===== src/hw/rtl/cfr_pkg.sv =====
// ----------------------------------------------------------------------------
// cfr_pkg
// Shared types, codes and constants of the checked frame receiver.
// ----------------------------------------------------------------------------
`default_nettype none

package cfr_pkg;

  // Default depth of the frame store in bytes.
  localparam int BUFFER_BYTES_DEFAULT = 16;

  localparam int BYTE_W      = 8;
  localparam int COUNT_W     = 4;
  localparam int STATUS_W    = 2;
  localparam int CFG_INDEX_W = 8;

  // Configuration register indices.
  localparam logic [CFG_INDEX_W-1:0] REG_START_MARKER = 8'd0;
  localparam logic [CFG_INDEX_W-1:0] REG_OWN_ADDRESS  = 8'd1;

  localparam logic [BYTE_W-1:0] START_MARKER_RESET = 8'd95;
  localparam logic [BYTE_W-1:0] OWN_ADDRESS_RESET  = 8'h0D;
  localparam logic [BYTE_W-1:0] BROADCAST_ADDR     = 8'h00;
  localparam logic [BYTE_W-1:0] CSUM_BASE          = 8'hFF;

  // Result status codes.
  typedef enum logic [STATUS_W-1:0] {
    ST_OK         = 2'd0,
    ST_BAD_LENGTH = 2'd1,
    ST_CSUM_FAIL  = 2'd2,
    ST_ADDR_FAIL  = 2'd3
  } status_t;

  typedef struct packed {
    logic [BYTE_W-1:0] start_marker;
    logic [BYTE_W-1:0] own_address;
  } cfg_regs_t;

  typedef struct packed {
    status_t            status;
    logic [BYTE_W-1:0]  frame_byte;
    logic [COUNT_W-1:0] byte_offset;
    logic [COUNT_W-1:0] frame_length;
    logic               last;
  } result_t;

endpackage

`default_nettype wire


===== src/hw/rtl/cfr_if.sv =====
// ----------------------------------------------------------------------------
// cfr_if
// Valid/ready channels of the checked frame receiver: received bytes,
// results and configuration writes.
// ----------------------------------------------------------------------------
`default_nettype none

interface cfr_rx_if;
  logic                      valid;
  logic                      ready;
  logic [cfr_pkg::BYTE_W-1:0] rx_byte;

  modport source (output valid, output rx_byte, input ready);
  modport sink   (input valid, input rx_byte, output ready);
endinterface

interface cfr_res_if;
  logic                        valid;
  logic                        ready;
  logic [cfr_pkg::STATUS_W-1:0] status;
  logic [cfr_pkg::BYTE_W-1:0]   frame_byte;
  logic [cfr_pkg::COUNT_W-1:0]  byte_offset;
  logic [cfr_pkg::COUNT_W-1:0]  frame_length;
  logic                        last;

  modport source (output valid, output status, output frame_byte, output byte_offset,
                  output frame_length, output last, input ready);
  modport sink   (input valid, input status, input frame_byte, input byte_offset,
                  input frame_length, input last, output ready);
endinterface

interface cfr_cfg_if;
  logic                           valid;
  logic                           ready;
  logic [cfr_pkg::CFG_INDEX_W-1:0] index;
  logic [cfr_pkg::BYTE_W-1:0]      data;

  modport source (output valid, output index, output data, input ready);
  modport sink   (input valid, input index, input data, output ready);
endinterface

`default_nettype wire


===== src/hw/rtl/cfr_store.sv =====
// ----------------------------------------------------------------------------
// cfr_store
// Frame store: single-port-write, registered-read byte memory.
// ----------------------------------------------------------------------------
`default_nettype none

module cfr_store #(
  parameter int DEPTH = cfr_pkg::BUFFER_BYTES_DEFAULT,
  parameter int AW    = $clog2(DEPTH)
) (
  input  wire logic                       clk,
  input  wire logic                       wr_en,
  input  wire logic [AW-1:0]              wr_addr,
  input  wire logic [cfr_pkg::BYTE_W-1:0] wr_data,
  input  wire logic                       rd_en,
  input  wire logic [AW-1:0]              rd_addr,
  output logic      [cfr_pkg::BYTE_W-1:0] rd_data
);

  logic [cfr_pkg::BYTE_W-1:0] mem [DEPTH];

  always_ff @(posedge clk) begin
    if (wr_en) begin
      mem[wr_addr] <= wr_data;
    end
    if (rd_en) begin
      rd_data <= mem[rd_addr];
    end
  end

endmodule

`default_nettype wire


===== src/hw/rtl/cfr_parser.sv =====
// ----------------------------------------------------------------------------
// cfr_parser
// Frame parser and replay sequencer: tracks the frame phase, writes message
// bytes to the store, checks the frame and reads an accepted frame back out.
// ----------------------------------------------------------------------------
`default_nettype none

module cfr_parser #(
  parameter int BUFFER_BYTES = cfr_pkg::BUFFER_BYTES_DEFAULT
) (
  input  wire logic                       clk,
  input  wire logic                       rst,
  input  wire cfr_pkg::cfg_regs_t         cfg_regs,
  input  wire logic                       in_valid,
  input  wire logic [cfr_pkg::BYTE_W-1:0] rx_byte,
  output logic                            in_ready,
  input  wire logic                       slot_free,
  output logic                            push,
  output cfr_pkg::result_t                res
);

  localparam int AW    = $clog2(BUFFER_BYTES);
  localparam int MAX_M = (BUFFER_BYTES - 1 < 15) ? BUFFER_BYTES - 1 : 15;
  localparam logic [cfr_pkg::BYTE_W-1:0] MAX_L = 8'(MAX_M + 1);

  typedef enum logic [3:0] {
    PH_HUNT    = 4'b0001,
    PH_LENGTH  = 4'b0010,
    PH_MESSAGE = 4'b0100,
    PH_EMIT    = 4'b1000
  } phase_t;

  phase_t                      phase, phase_next;
  logic [cfr_pkg::COUNT_W-1:0] exp_count, exp_count_next;
  logic [cfr_pkg::COUNT_W-1:0] rcvd_count, rcvd_count_next;
  logic [cfr_pkg::COUNT_W-1:0] emit_idx, emit_idx_next;
  logic [cfr_pkg::BYTE_W-1:0]  run_sum, run_sum_next;
  logic [cfr_pkg::BYTE_W-1:0]  addr_byte, addr_byte_next;

  logic                        accept;
  logic                        wr_en;
  logic                        rd_en;
  logic [cfr_pkg::COUNT_W-1:0] rd_idx;
  logic [cfr_pkg::BYTE_W-1:0]  rd_data;
  logic [cfr_pkg::BYTE_W-1:0]  want;
  logic [cfr_pkg::BYTE_W-1:0]  addr_eff;
  logic                        more_body;
  logic                        emit_last;

  cfr_store #(
    .DEPTH (BUFFER_BYTES),
    .AW    (AW)
  ) u_store (
    .clk     (clk),
    .wr_en   (wr_en),
    .wr_addr (AW'(rcvd_count)),
    .wr_data (rx_byte),
    .rd_en   (rd_en),
    .rd_addr (AW'(rd_idx)),
    .rd_data (rd_data)
  );

  assign in_ready = (phase != PH_EMIT) && slot_free;
  assign accept   = in_valid && in_ready;

  // Checksum target and the address byte; with a two-byte message the
  // address byte is the byte arriving now.
  assign want      = cfr_pkg::CSUM_BASE - run_sum - (8'(exp_count) + 8'd1);
  assign addr_eff  = (rcvd_count == 4'd1) ? rx_byte : addr_byte;
  assign more_body = ({1'b0, rcvd_count} + 5'd1) < {1'b0, exp_count};
  assign emit_last = ({1'b0, emit_idx} + 5'd1) == {1'b0, exp_count};

  always_comb begin
    phase_next      = phase;
    exp_count_next  = exp_count;
    rcvd_count_next = rcvd_count;
    emit_idx_next   = emit_idx;
    run_sum_next    = run_sum;
    addr_byte_next  = addr_byte;
    wr_en           = 1'b0;
    rd_en           = 1'b0;
    rd_idx          = emit_idx;
    push            = 1'b0;
    res             = '0;
    res.status      = cfr_pkg::ST_OK;
    case (phase)
      PH_HUNT: begin
        if (accept) begin
          phase_next = (rx_byte == cfg_regs.start_marker) ? PH_LENGTH : PH_HUNT;
        end
      end
      PH_LENGTH: begin
        if (accept) begin
          if (rx_byte < 8'd2 || rx_byte > MAX_L) begin
            push       = 1'b1;
            res.status = cfr_pkg::ST_BAD_LENGTH;
            res.last   = 1'b1;
            phase_next = PH_HUNT;
          end else begin
            exp_count_next  = 4'(rx_byte - 8'd1);
            rcvd_count_next = '0;
            run_sum_next    = '0;
            phase_next      = PH_MESSAGE;
          end
        end
      end
      PH_MESSAGE: begin
        if (accept) begin
          wr_en           = 1'b1;
          rcvd_count_next = rcvd_count + 4'd1;
          if (rcvd_count == 4'd1) begin
            addr_byte_next = rx_byte;
          end
          if (more_body) begin
            run_sum_next = run_sum + rx_byte;
          end else begin
            phase_next = PH_HUNT;
            if (want != rx_byte) begin
              push             = 1'b1;
              res.status       = cfr_pkg::ST_CSUM_FAIL;
              res.frame_length = exp_count;
              res.last         = 1'b1;
            end else if (exp_count < 4'd2 ||
                         (addr_eff != cfg_regs.own_address &&
                          addr_eff != cfr_pkg::BROADCAST_ADDR)) begin
              push             = 1'b1;
              res.status       = cfr_pkg::ST_ADDR_FAIL;
              res.frame_length = exp_count;
              res.last         = 1'b1;
            end else begin
              // Passing frames have at least two bytes, so entry zero is
              // never the entry written in this cycle.
              phase_next    = PH_EMIT;
              emit_idx_next = '0;
              rd_en         = 1'b1;
              rd_idx        = '0;
            end
          end
        end
      end
      PH_EMIT: begin
        if (slot_free) begin
          push             = 1'b1;
          res.status       = cfr_pkg::ST_OK;
          res.frame_byte   = rd_data;
          res.byte_offset  = emit_idx;
          res.frame_length = exp_count;
          res.last         = emit_last;
          if (emit_last) begin
            phase_next = PH_HUNT;
          end else begin
            emit_idx_next = emit_idx + 4'd1;
            rd_en         = 1'b1;
            rd_idx        = emit_idx + 4'd1;
          end
        end
      end
      default: begin
        phase_next = PH_HUNT;
      end
    endcase
  end

  always_ff @(posedge clk) begin
    if (rst) begin
      phase      <= PH_HUNT;
      exp_count  <= '0;
      rcvd_count <= '0;
      run_sum    <= '0;
      emit_idx   <= '0;
    end else begin
      phase      <= phase_next;
      exp_count  <= exp_count_next;
      rcvd_count <= rcvd_count_next;
      run_sum    <= run_sum_next;
      emit_idx   <= emit_idx_next;
    end
  end

  always_ff @(posedge clk) begin
    addr_byte <= addr_byte_next;
  end

endmodule

`default_nettype wire


===== src/hw/rtl/checked_frame_receiver.sv =====
// ----------------------------------------------------------------------------
// checked_frame_receiver
// Pulls checked start/length/checksum frames out of a received byte stream.
// ----------------------------------------------------------------------------
// The rx channel takes one received byte per item. The block hunts for the
// start marker, reads a length byte L and then L-1 message bytes, the last of
// which is a checksum. Message bytes are written into an on-chip frame store
// as they arrive while a running sum is kept.
// On the final byte the frame is checked. A rejected frame, or a bad length
// byte, gives a single status item on the result channel in the cycle after
// that byte is accepted. A passing frame is read back from the store one byte
// per cycle while the output register is free or being emptied; each byte
// passes through the registered read port of the store and then the output
// register. While a frame drains, rx is held off; otherwise a byte is
// taken every cycle whenever the output register is free or being emptied.
// The result channel has one output register. When the receiver stalls, the
// item in it holds and nothing moves on until that item is taken. The cfg
// channel is always ready; the user writes it only while the block idles, which the block does not enforce.
// Synchronous reset returns the parser to hunting, empties the output
// register and restores the start marker to 95 and the own address to 13.
// No clearing pass is needed: only bytes of the current frame are read.
// ----------------------------------------------------------------------------
`default_nettype none

module checked_frame_receiver #(
  parameter int BUFFER_BYTES = cfr_pkg::BUFFER_BYTES_DEFAULT
) (
  input wire logic clk,
  input wire logic rst,
  cfr_rx_if.sink   rx,
  cfr_res_if.source result,
  cfr_cfg_if.sink  cfg
);

  cfr_pkg::cfg_regs_t cfg_regs;
  cfr_pkg::result_t   res_next;
  cfr_pkg::result_t   res_q;
  logic               res_valid;
  logic               slot_free;
  logic               push;

  // Configuration registers. Writes to an index outside the list are dropped.
  assign cfg.ready = 1'b1;

  always_ff @(posedge clk) begin
    if (rst) begin
      cfg_regs.start_marker <= cfr_pkg::START_MARKER_RESET;
      cfg_regs.own_address  <= cfr_pkg::OWN_ADDRESS_RESET;
    end else if (cfg.valid) begin
      case (cfg.index)
        cfr_pkg::REG_START_MARKER: cfg_regs.start_marker <= cfg.data;
        cfr_pkg::REG_OWN_ADDRESS:  cfg_regs.own_address  <= cfg.data;
        default: begin
        end
      endcase
    end
  end

  // The parser may load the output register when it is empty or when the
  // item in it is being taken in this very cycle.
  assign slot_free = !res_valid || result.ready;

  cfr_parser #(
    .BUFFER_BYTES (BUFFER_BYTES)
  ) u_parser (
    .clk       (clk),
    .rst       (rst),
    .cfg_regs  (cfg_regs),
    .in_valid  (rx.valid),
    .rx_byte   (rx.rx_byte),
    .in_ready  (rx.ready),
    .slot_free (slot_free),
    .push      (push),
    .res       (res_next)
  );

  // Output register.
  always_ff @(posedge clk) begin
    if (rst) begin
      res_valid <= 1'b0;
    end else if (push) begin
      res_valid <= 1'b1;
    end else if (result.ready) begin
      res_valid <= 1'b0;
    end
  end

  always_ff @(posedge clk) begin
    if (push) begin
      res_q <= res_next;
    end
  end

  assign result.valid        = res_valid;
  assign result.status       = res_q.status;
  assign result.frame_byte   = res_q.frame_byte;
  assign result.byte_offset  = res_q.byte_offset;
  assign result.frame_length = res_q.frame_length;
  assign result.last         = res_q.last;

endmodule

`default_nettype wire


===== src/flat_wrapper.sv =====
// flat-port wrapper written by rule: the top's interface ports become plain ports
module checked_frame_receiver_flat 
#(
  parameter int BUFFER_BYTES = cfr_pkg::BUFFER_BYTES_DEFAULT
)
  (clk, rst, rx_valid, rx_rx_byte, rx_ready, result_valid, result_status, result_frame_byte, result_byte_offset, result_frame_length, result_last, result_ready, cfg_valid, cfg_index, cfg_data, cfg_ready);
  cfr_rx_if rx_i ();
  cfr_res_if result_i ();
  cfr_cfg_if cfg_i ();
  input wire logic clk;
  input wire logic rst;
  input wire logic [$bits(rx_i.valid)-1:0] rx_valid;
  input wire logic [$bits(rx_i.rx_byte)-1:0] rx_rx_byte;
  output wire logic [$bits(rx_i.ready)-1:0] rx_ready;
  output wire logic [$bits(result_i.valid)-1:0] result_valid;
  output wire logic [$bits(result_i.status)-1:0] result_status;
  output wire logic [$bits(result_i.frame_byte)-1:0] result_frame_byte;
  output wire logic [$bits(result_i.byte_offset)-1:0] result_byte_offset;
  output wire logic [$bits(result_i.frame_length)-1:0] result_frame_length;
  output wire logic [$bits(result_i.last)-1:0] result_last;
  input wire logic [$bits(result_i.ready)-1:0] result_ready;
  input wire logic [$bits(cfg_i.valid)-1:0] cfg_valid;
  input wire logic [$bits(cfg_i.index)-1:0] cfg_index;
  input wire logic [$bits(cfg_i.data)-1:0] cfg_data;
  output wire logic [$bits(cfg_i.ready)-1:0] cfg_ready;
  assign rx_i.valid = rx_valid;
  assign rx_i.rx_byte = rx_rx_byte;
  assign rx_ready = rx_i.ready;
  assign result_valid = result_i.valid;
  assign result_status = result_i.status;
  assign result_frame_byte = result_i.frame_byte;
  assign result_byte_offset = result_i.byte_offset;
  assign result_frame_length = result_i.frame_length;
  assign result_last = result_i.last;
  assign result_i.ready = result_ready;
  assign cfg_i.valid = cfg_valid;
  assign cfg_i.index = cfg_index;
  assign cfg_i.data = cfg_data;
  assign cfg_ready = cfg_i.ready;
  checked_frame_receiver #(.BUFFER_BYTES(BUFFER_BYTES)) u_core (.clk(clk), .rst(rst), .rx(rx_i), .result(result_i), .cfg(cfg_i));
endmodule

===== config.mk =====
export PLATFORM = sky130hd
export DESIGN_NAME = checked_frame_receiver_flat
export DESIGN_NICKNAME = d
export VERILOG_FILES = /design/src/hw/rtl/cfr_pkg.sv /design/src/hw/rtl/cfr_if.sv /design/src/hw/rtl/cfr_store.sv /design/src/hw/rtl/cfr_parser.sv /design/src/hw/rtl/checked_frame_receiver.sv /design/src/flat_wrapper.sv
export SDC_FILE = /design/constraint.sdc
export NUM_CORES = 1
export LEC_CHECK = 0
export BUFFER_PORTS_ARGS = -buffer_cell sky130_fd_sc_hd__buf_4
export CORE_ASPECT_RATIO = 0.7
export CORE_MARGIN = 2
export CORE_UTILIZATION = 40
export DETAILED_ROUTE_END_ITERATION = 10
export PLACE_DENSITY = 0.57
export SYNTH_ARGS = -nofsm -noshare
export SYNTH_HDL_FRONTEND = slang
export SYNTH_SLANG_ARGS = --single-unit

===== constraint.sdc =====
create_clock -name clk -period 3.65 [get_ports clk]
set_input_delay 0.73 -clock clk [delete_from_list [all_inputs] [get_ports clk]]
set_output_delay 0.73 -clock clk [all_outputs]
set_load 0.02 [all_outputs]

Yosys cells after proc, flatten, opt, wreduce, memory -nomap -nowiden
Memory sizes are Yosys's and may differ from the RTL's. A register that Yosys moved wholly into a read port is not among the register bits.
Index checks and enable logic that the tools add are counted.
{ "word_totals": {"reg_bits": 68, "mem_bits_rw": 128, "in_bits": 29, "elab_cells": 130, "n_memories": 1} }
{ "memory_table": {"columns": ["name", "depth", "width", "read_ports", "rd_ports_with_merged_regs", "write_ports", "line_no", "rtl"], "rows": [
  ["u_core.u_parser.u_store.mem", 16, 8, 1, 1, 1, "cfr_store.sv:20", "logic [cfr_pkg::BYTE_W-1:0] mem [DEPTH];"]
]} }
{ "classes": {"addsub": 9, "magnitude_cmp": 4, "eq_ne": 19, "mux": 63, "n_bitwise": 1, "n_reduce_logical": 19} }
{ "op_table": {"columns": ["operator", "count"], "rows": [
  ["2-to-1 mux 4 bit", 17],
  ["2-to-1 mux 8 bit", 5],
  ["2-to-1 mux 5 bit", 5],
  ["case mux 4 bit (2 select lines)", 3],
  ["2-to-1 mux 1 bit", 21],
  ["!= test 2 bit (second input constant)", 8],
  ["!= test 8 bit", 2],
  ["case mux 4 bit (4 select lines)", 1],
  ["case mux 8 bit (2 select lines)", 1],
  ["adder 4 x 1 -> 5 bit (second input constant)", 3],
  ["2-to-1 mux 2 bit", 5],
  ["adder 4 x 1 -> 4 bit (second input constant)", 2],
  ["adder 8 bit", 1],
  ["equality test 4 x 1 -> 1 bit (second input constant)", 2],
  ["equality test 8 x 1 -> 1 bit (second input constant)", 1],
  ["equality test 8 bit", 1],
  ["> comparator 8 x 5 -> 1 bit (second input constant)", 1],
  ["zero test 8 bit", 1],
  ["< comparator 8 x 2 -> 1 bit (second input constant)", 1],
  ["AND reduction 2 bit", 4],
  ["nonzero test 8 bit", 1],
  ["subtractor 8 x 5 -> 8 bit", 1],
  ["subtractor 8 bit (first input constant)", 1],
  ["case mux 1 bit (3 select lines)", 2],
  ["other kinds (20)", 25]
]} }

Depth between registers and ports, before layout
{ "depth": {"word_depth": 11, "mapped_depth": 17} }

Hierarchy
A second synthesis with hierarchy kept.
{ "hier_totals": {"hier_cells": 686, "hier_area_um2": 9501.6} }
{ "by_module_without_submodules": {"columns": ["mod", "instances", "cells_each", "area_each_um2", "seq_area_each_um2"], "rows": [
  ["cfr_store", 1, 229, 5227.5, 4083.9],
  ["cfr_parser", 1, 363, 2964.1, 720.7],
  ["checked_frame_receiver", 1, 94, 1310.0, 910.9]
]} }

Least setup slack after synthesis
OpenSTA, ideal clock, no wires.
{ "synth_timing": {"path_kind": "flip-flop to flip-flop", "startpoint": "register u_core.u_parser.exp_count[2] (netlist name)", "endpoint": "register u_core.res_valid, in the netlist u_core.result.valid", "arrival_ns": 3.531, "setup_slack_ns": 0.000, "path_stages_with_launch": 14, "synth_period_minus_slack_ns": 3.650, "path_cell_list": "dfxtp_1 inv_1 ha_1 or2_1 a311oi_2 a41oi_1 or3_1 or2_1 buf_6 nor2_1 or2_2 clkbuf_1 o211ai_1 o21ba_2"} }
{ "synth_between": {"elab_chain_len": 8, "word_cells_on_any_way": 13, "cone_classes": "add/sub: 2; order compare: 2; eq/ne: 1; mux: 6; reduce/logical: 2"} }
{ "synth_rtl": {"columns": ["element", "line_no", "rtl"], "rows": [
  ["start: declaration", "cfr_parser.sv:34", "logic [cfr_pkg::COUNT_W-1:0] exp_count, exp_count_next;"],
  ["start signal: assignment", "cfr_parser.sv:173", "exp_count <= exp_count_next;"],
  ["adder 4 x 1 -> 5 bit or < comparator 4 x 2 -> 1 bit (tied branches)", "cfr_parser.sv:68, cfr_parser.sv:123", null],
  ["subtractor 8 x 5 -> 8 bit or logical OR 1 bit (tied branches)", "cfr_parser.sv:68, cfr_parser.sv:123", null],
  ["!= test 8 bit or 2-to-1 mux 1 bit (tied branches)", "cfr_parser.sv:118, cfr_parser.sv:123", null],
  ["2-to-1 mux 1 bit", "cfr_parser.sv:118", "if (want != rx_byte) begin"],
  ["2-to-1 mux 1 bit *", "cfr_parser.sv:114", "if (more_body) begin"],
  ["2-to-1 mux 1 bit *", "cfr_parser.sv:108", "if (accept) begin"],
  ["case mux 1 bit (3 select lines) *", "cfr_parser.sv:86", "case (phase)"],
  ["via u_core.push", "checked_frame_receiver.sv:40", "logic push;"],
  ["2-to-1 mux 1 bit or nonzero test 2 bit (tied branches)", null, null],
  ["end signal: assignment", "checked_frame_receiver.sv:80", "res_valid <= 1'b0;"],
  ["end signal: assignment", "checked_frame_receiver.sv:82", "res_valid <= 1'b1;"],
  ["end signal: assignment", "checked_frame_receiver.sv:84", "res_valid <= 1'b0;"],
  ["end: declaration", "checked_frame_receiver.sv:38", "logic res_valid;"]
]} }
Mark *: on every way through the listed nets, which the timed path passes. The rest lies on a longest branch.
A chain may end at the register's enable or synchronous reset.

Worst setup path after layout
{ "layout_timing": {"startpoint": "register u_core.u_parser.exp_count[0] (netlist name)", "endpoint": "register u_core.u_parser.u_store.rd_data[4] (netlist name), read port of u_core.u_parser.u_store.mem (data pin)"} }
{ "layout_between": {"elab_chain_len": 7, "word_cells_on_any_way": 21, "cone_classes": "add/sub: 2; order compare: 2; eq/ne: 2; mux: 14; reduce/logical: 1"} }
{ "layout_rtl": {"columns": ["element", "line_no", "rtl"], "rows": [
  ["adder 4 x 1 -> 5 bit or < comparator 4 x 2 -> 1 bit (tied branches)", "cfr_parser.sv:68, cfr_parser.sv:123", null],
  ["subtractor 8 x 5 -> 8 bit or logical OR 1 bit (tied branches)", "cfr_parser.sv:68, cfr_parser.sv:123", null],
  ["!= test 8 bit, or another cell as far along", "cfr_parser.sv:118", null],
  ["2-to-1 mux 4 bit or 2-to-1 mux 1 bit (tied branches)", "cfr_parser.sv:118", null],
  ["2-to-1 mux 4 bit or 2-to-1 mux 1 bit (tied branches)", null, null],
  ["2-to-1 mux 4 bit or 2-to-1 mux 1 bit (tied branches)", "cfr_parser.sv:108", null],
  ["case mux 4 bit (2 select lines) or case mux 1 bit (2 select lines) (tied branches)", "cfr_parser.sv:86", null],
  ["end: declaration", "cfr_store.sv:17", "output logic [cfr_pkg::BYTE_W-1:0] rd_data"]
]} }
Parallel ways exist; a longest one is shown, timed or not.

==> run summary <==
The flow ran to the end, and the final reports show no timing, DRC or antenna violations. In this design, the stage delay of the slowest critical-path cell is 0.35 ns. Data arrives at the worst endpoint at 3.91 ns. Top routing layer in use: met4. The post-layout utilization of the core was 52.06%; the post-route clock period utilization was 98.15%. Setup repair after global routing could not meet its margin everywhere. Timing analysis after detailed placement gives a worst setup slack of -0.08941 ns. Pin count of the biggest net entering global routing: 42. Once detail routing completed, the nets flagged for antenna violations numbered 0. Counting cells, the worst reg-to-reg path comes to 14.

The floorplan step defined a die boundary enclosing 0.02534 mm2. The launch instance of the worst min-delay path is cfg_data[4]. The final layout contains routed wiring with a total length of 27,570 um. For hold timing, the worst endpoint is u_core.cfg_regs[12].

The first global-routing pass estimated 41,390 um of wire. The logs give 0.01123 mm2 for the total placed instance area and 6,723 for the number of global-route vias before repair. Sequential elements use 59.38% of the synthesized area. For the clock latency at the later pin of the worst-skew pair, the log shows 0.52 ns. In this run the tool buffered the top-level ports with 49 buffer cells.

The first TritonRoute pass finished after 5 iterations. The hold violation count in the final report is 0, and the routed wire length on met2 is 10,560 um. Measured along the y axis, the die boundary spans 133.8 um. The worst register-to-register path begins at u_core.u_parser.exp_count[0]. The initial cell density of the core is 40.72%, and the cell count of the worst hold path is 2.

The number of max-slew violations in the final report came out at 0. Along the worst path, the maximum fanout reaches 7. The final routed wire length divided by cell count was 20.86 um; the count of vias placed by the detailed router was 7,186. In the synthesized netlist, the number of instances is 828. Row generation in the floorplan step produced 47 rows. The number of diodes is 0. Counting tap cells, the placed design contains a total of 1,270 instances.

The number of top-level design ports is 51, and the average vias per placed instance is 5.436. The tools report the aggregate global routing overflow as 0. In the routed design, unresolved DRC markers number 0. In this run the horizontal extent of the chip is 189.4 um. The leakage power total is 4.627 nW. The critical path's slowest cell is sky130_fd_sc_hd__or3_4. Dividing total power by cell area gives a power density of 385.6 mW/mm2.

Cell area after layout: 0.01231 mm2. After the last flow step, the layout net total stands at 1,039. The total clock sinks was 204. Each instance of the synthesized netlist takes up on average 11.62 um2. The tools report the fmax as 279.1 MHz. The congestion estimate from routability-driven global placement came to 0.8971. Final hold analysis gives a worst-case slack of 0.4390 ns. The class of the tightest hold or removal check is input pin to flop. Transition time at the pin with the least slew margin: 0.8888 ns. For the total number of yosys warnings, the log shows 0. The worst register-to-register path ends at u_core.u_parser.u_store.rd_data[4]. The number of H-tree levels is 1, and the post-synthesis cell type count is 82.

The share of async-settable or async-resettable flops after synthesis was 0%; the final critical delay including setup and external delays was 3.582 ns. Number of antenna violations at the first check in global routing: 0. The nature of the critical path endpoint is a flop. The run gives 2677 um as the detailed route wirelength on metal3. The worst setup path is launched from a flop.

Between clock sinks in the finished design, the worst skew comes to 0.01476 ns. Hold repair after CTS inserted 0 buffers. The core region is 0.02364 mm2. Across the VDD grid, the largest voltage drop is 0.0002595 V. Overall power consumption after layout is estimated at 4.746 mW. In this run the cell area of the synthesized design comes to 0.009625 mm2. Walking the worst path, the cells encountered are inv_2 > ha_4 > a211o_1 > a311oi_4 > a41oi_2 > or3_4 > or2_4 > buf_6 > o311ai_4 > a211oi_4 > buf_4 > a32oi_1 > a32oi_1 > o221ai_1. Cells with a size suffix above 1 make up 29.48% of the layout.

For this run, the total global-route usage over all layers was measured as 21.84%. No sink is reached through more buffers than the 3 on the longest clock path. From synthesis to final layout, the design area changed by 27.87%. Post-route setup TNS: 0 ns. Yosys mapped a number of flops with a built-in enable equal to 163. The tools report the clock root buffer as sky130_fd_sc_hd__clkbuf_16. The final critical-path setup slack is 0.06761 ns. The setup slack on the worst flop-to-flop path came out at 0.07 ns. The tightest slew margin relative to the limit is 40.20%, and the CTS buffer count is 22. The data required time of the critical path was 3.98 ns. The run gives 806 as the count of routing violations after the opening detailed-route iteration.

The tools report the post-route non-filler standard cell count as 1,322. The path type of the worst setup path is flop to flop. Setup violations remaining at the end of the flow were counted as 0. In the synthesized netlist the dominant register cell turns out to be sky130_fd_sc_hd__edfxtp_1. The cell occurring most often along the worst timing path was sky130_fd_sc_hd__a32oi_1.

Counting flops and latches in the post-synthesis netlist gives 204. The tools report the HPWL after detailed placement as 19,560 um. TritonCTS built the clock tree. Clock-pin slew on the worst setup and hold paths: 0.06 ns. In the final routing, the length of wire on met1 measures 13,830 um. When the netlist entered floorplanning its net count stood at 879.

The tools report the count of max-cap constraint violations as 0.
what timing repair did:
action                     4_1_cts  5_1_grt
setup endpoints to repair        8        8
pin swaps                       19       27
gates resized for setup         30       43
gates cloned                     2        0
buffers inserted                 7        6
cell families (layout without fill, tap and decap cells):
family,after synthesis,in the layout,synth area share [%]
other cells,1,1,0.03896
compound gates,148,148,11.93
mux,33,33,3.471
xor+xnor,35,35,3.185
simple gates,304,304,15.04
fa+ha+maj,22,22,3.016
buf+inv,81,257,3.939
flops,204,204,59.38
sequential cells by signal, summed over array words and instances (netlist names):
signal and count:
u_core.result.frame_length 4, u_core.u_parser.exp_count 4, u_core.result.frame_byte 8, u_core.cfg_regs 16, u_core.result.status 2, u_core.result.byte_offset 4, u_core.u_parser.emit_idx 4, u_core.u_parser.run_sum 8
u_core.u_parser.rcvd_count 4, u_core.result.last 1, u_core.u_parser.u_store.mem 128, u_core.u_parser.u_store.rd_data 8, u_core.u_parser.addr_byte 8, u_core.u_parser.phase 4, u_core.result.valid 1
how the worst max path moves through the flow:
| stage | slack [ns] | end | start | cells after the start |
|---|---|---|---|---|
| after global routing | -0.08 | u_core.u_parser.u_store.rd_data[6] | u_core.u_parser.rcvd_count[1] | 15 |
| final | 0.07 | u_core.u_parser.u_store.rd_data[4] | u_core.u_parser.exp_count[0] | 14 |
| after floorplan | 0.0004 | u_core.result.valid | u_core.u_parser.exp_count[2] | 13 |
| after CTS | -0.007 | u_core.u_parser.u_store.rd_data[6] | u_core.u_parser.run_sum[1] | 15 |
| after global placement | -0.09 | u_core.u_parser.u_store.rd_data[2] | u_core.u_parser.exp_count[0] | 18 |
| after detailed placement | -0.09 | u_core.u_parser.u_store.rd_data[2] | u_core.u_parser.exp_count[0] | 18 |
Yosys cell counts (5+ instances only):
cell,n,share of area [%]
sky130_fd_sc_hd__edfxtp_1,163,51
sky130_fd_sc_hd__nand2_1,122,4.8
sky130_fd_sc_hd__nor2_1,63,2.5
sky130_fd_sc_hd__dfxtp_1,41,8.5
sky130_fd_sc_hd__inv_1,36,1.4
sky130_fd_sc_hd__nand3_1,33,1.7
sky130_fd_sc_hd__mux2i_1,30,3.1
sky130_fd_sc_hd__a21oi_1,24,1.2
sky130_fd_sc_hd__xnor2_1,23,2.1
sky130_fd_sc_hd__clkbuf_1,21,0.82
sky130_fd_sc_hd__a31oi_1,20,1.3
sky130_fd_sc_hd__ha_1,20,2.6
sky130_fd_sc_hd__and3_1,17,1.1
sky130_fd_sc_hd__nor3_1,15,0.78
sky130_fd_sc_hd__a32oi_1,14,1.3
sky130_fd_sc_hd__a211o_1,12,1.1
sky130_fd_sc_hd__xor2_1,12,1.1
sky130_fd_sc_hd__buf_2,11,0.57
sky130_fd_sc_hd__a22oi_1,10,0.78
sky130_fd_sc_hd__nor2b_1,9,0.58
sky130_fd_sc_hd__o21ai_0,9,0.47
sky130_fd_sc_hd__o221ai_1,9,0.82
sky130_fd_sc_hd__nand2b_1,7,0.45
sky130_fd_sc_hd__nand3_2,7,0.73
sky130_fd_sc_hd__buf_4,6,0.47
sky130_fd_sc_hd__o22ai_1,6,0.39
sky130_fd_sc_hd__a211oi_1,5,0.39
sky130_fd_sc_hd__buf_6,5,0.58
power breakdown:
group / internal [mW] / switching [mW]
Sequential: 2.50 / 0.000493
Clock: 1.19 / 0.914
Combinational: 0.0546 / 0.0912
Total: 3.74 / 1.01
critical path: cells and delay by family (launching register included):
family                     cells  cell delay, ns
AOI/OAI and AO/OA              8            1.86
adders and majority gates      1            0.17
buffers and inverters          3            0.40
DFF                            1            0.33
and+or+nand+nor                2            0.64
area by class of cell:
| class | instances | area, um2 |
|---|---|---|
| clock buffers | 26 | 565.5 |
| clock inverters | 14 | 111.4 |
| fillers | 2110 | 11330 |
| inverters | 37 | 141.4 |
| multi-input cells | 543 | 3839 |
| flip-flops and latches | 204 | 5725 |
| well taps | 318 | 397.9 |
| repair buffers | 180 | 1528 |
layer usage:
layer | track usage, % | vias up
met5 | 0 | -
met4 | 4.651 | 0
met3 | 5.154 | 36
met2 | 27.82 | 307
met1 | 36.51 | 3456
li1 | - | 3387
cells in the final DEF, fill, tap and decap left out, drive strengths merged, types with 13 or more instances in the layout:
cell / n
edfxtp: 163
a31oi: 21
inv: 37
clkbuf: 26
and3: 17
dfxtp: 41
ha: 20
clkinv: 13
nor2: 64
xnor2: 23
mux2i: 30
nand3: 40
a32oi: 14
a21oi: 25
buf: 180
nand2: 123
nor3: 16
Power figures use the tool's default switching activity.
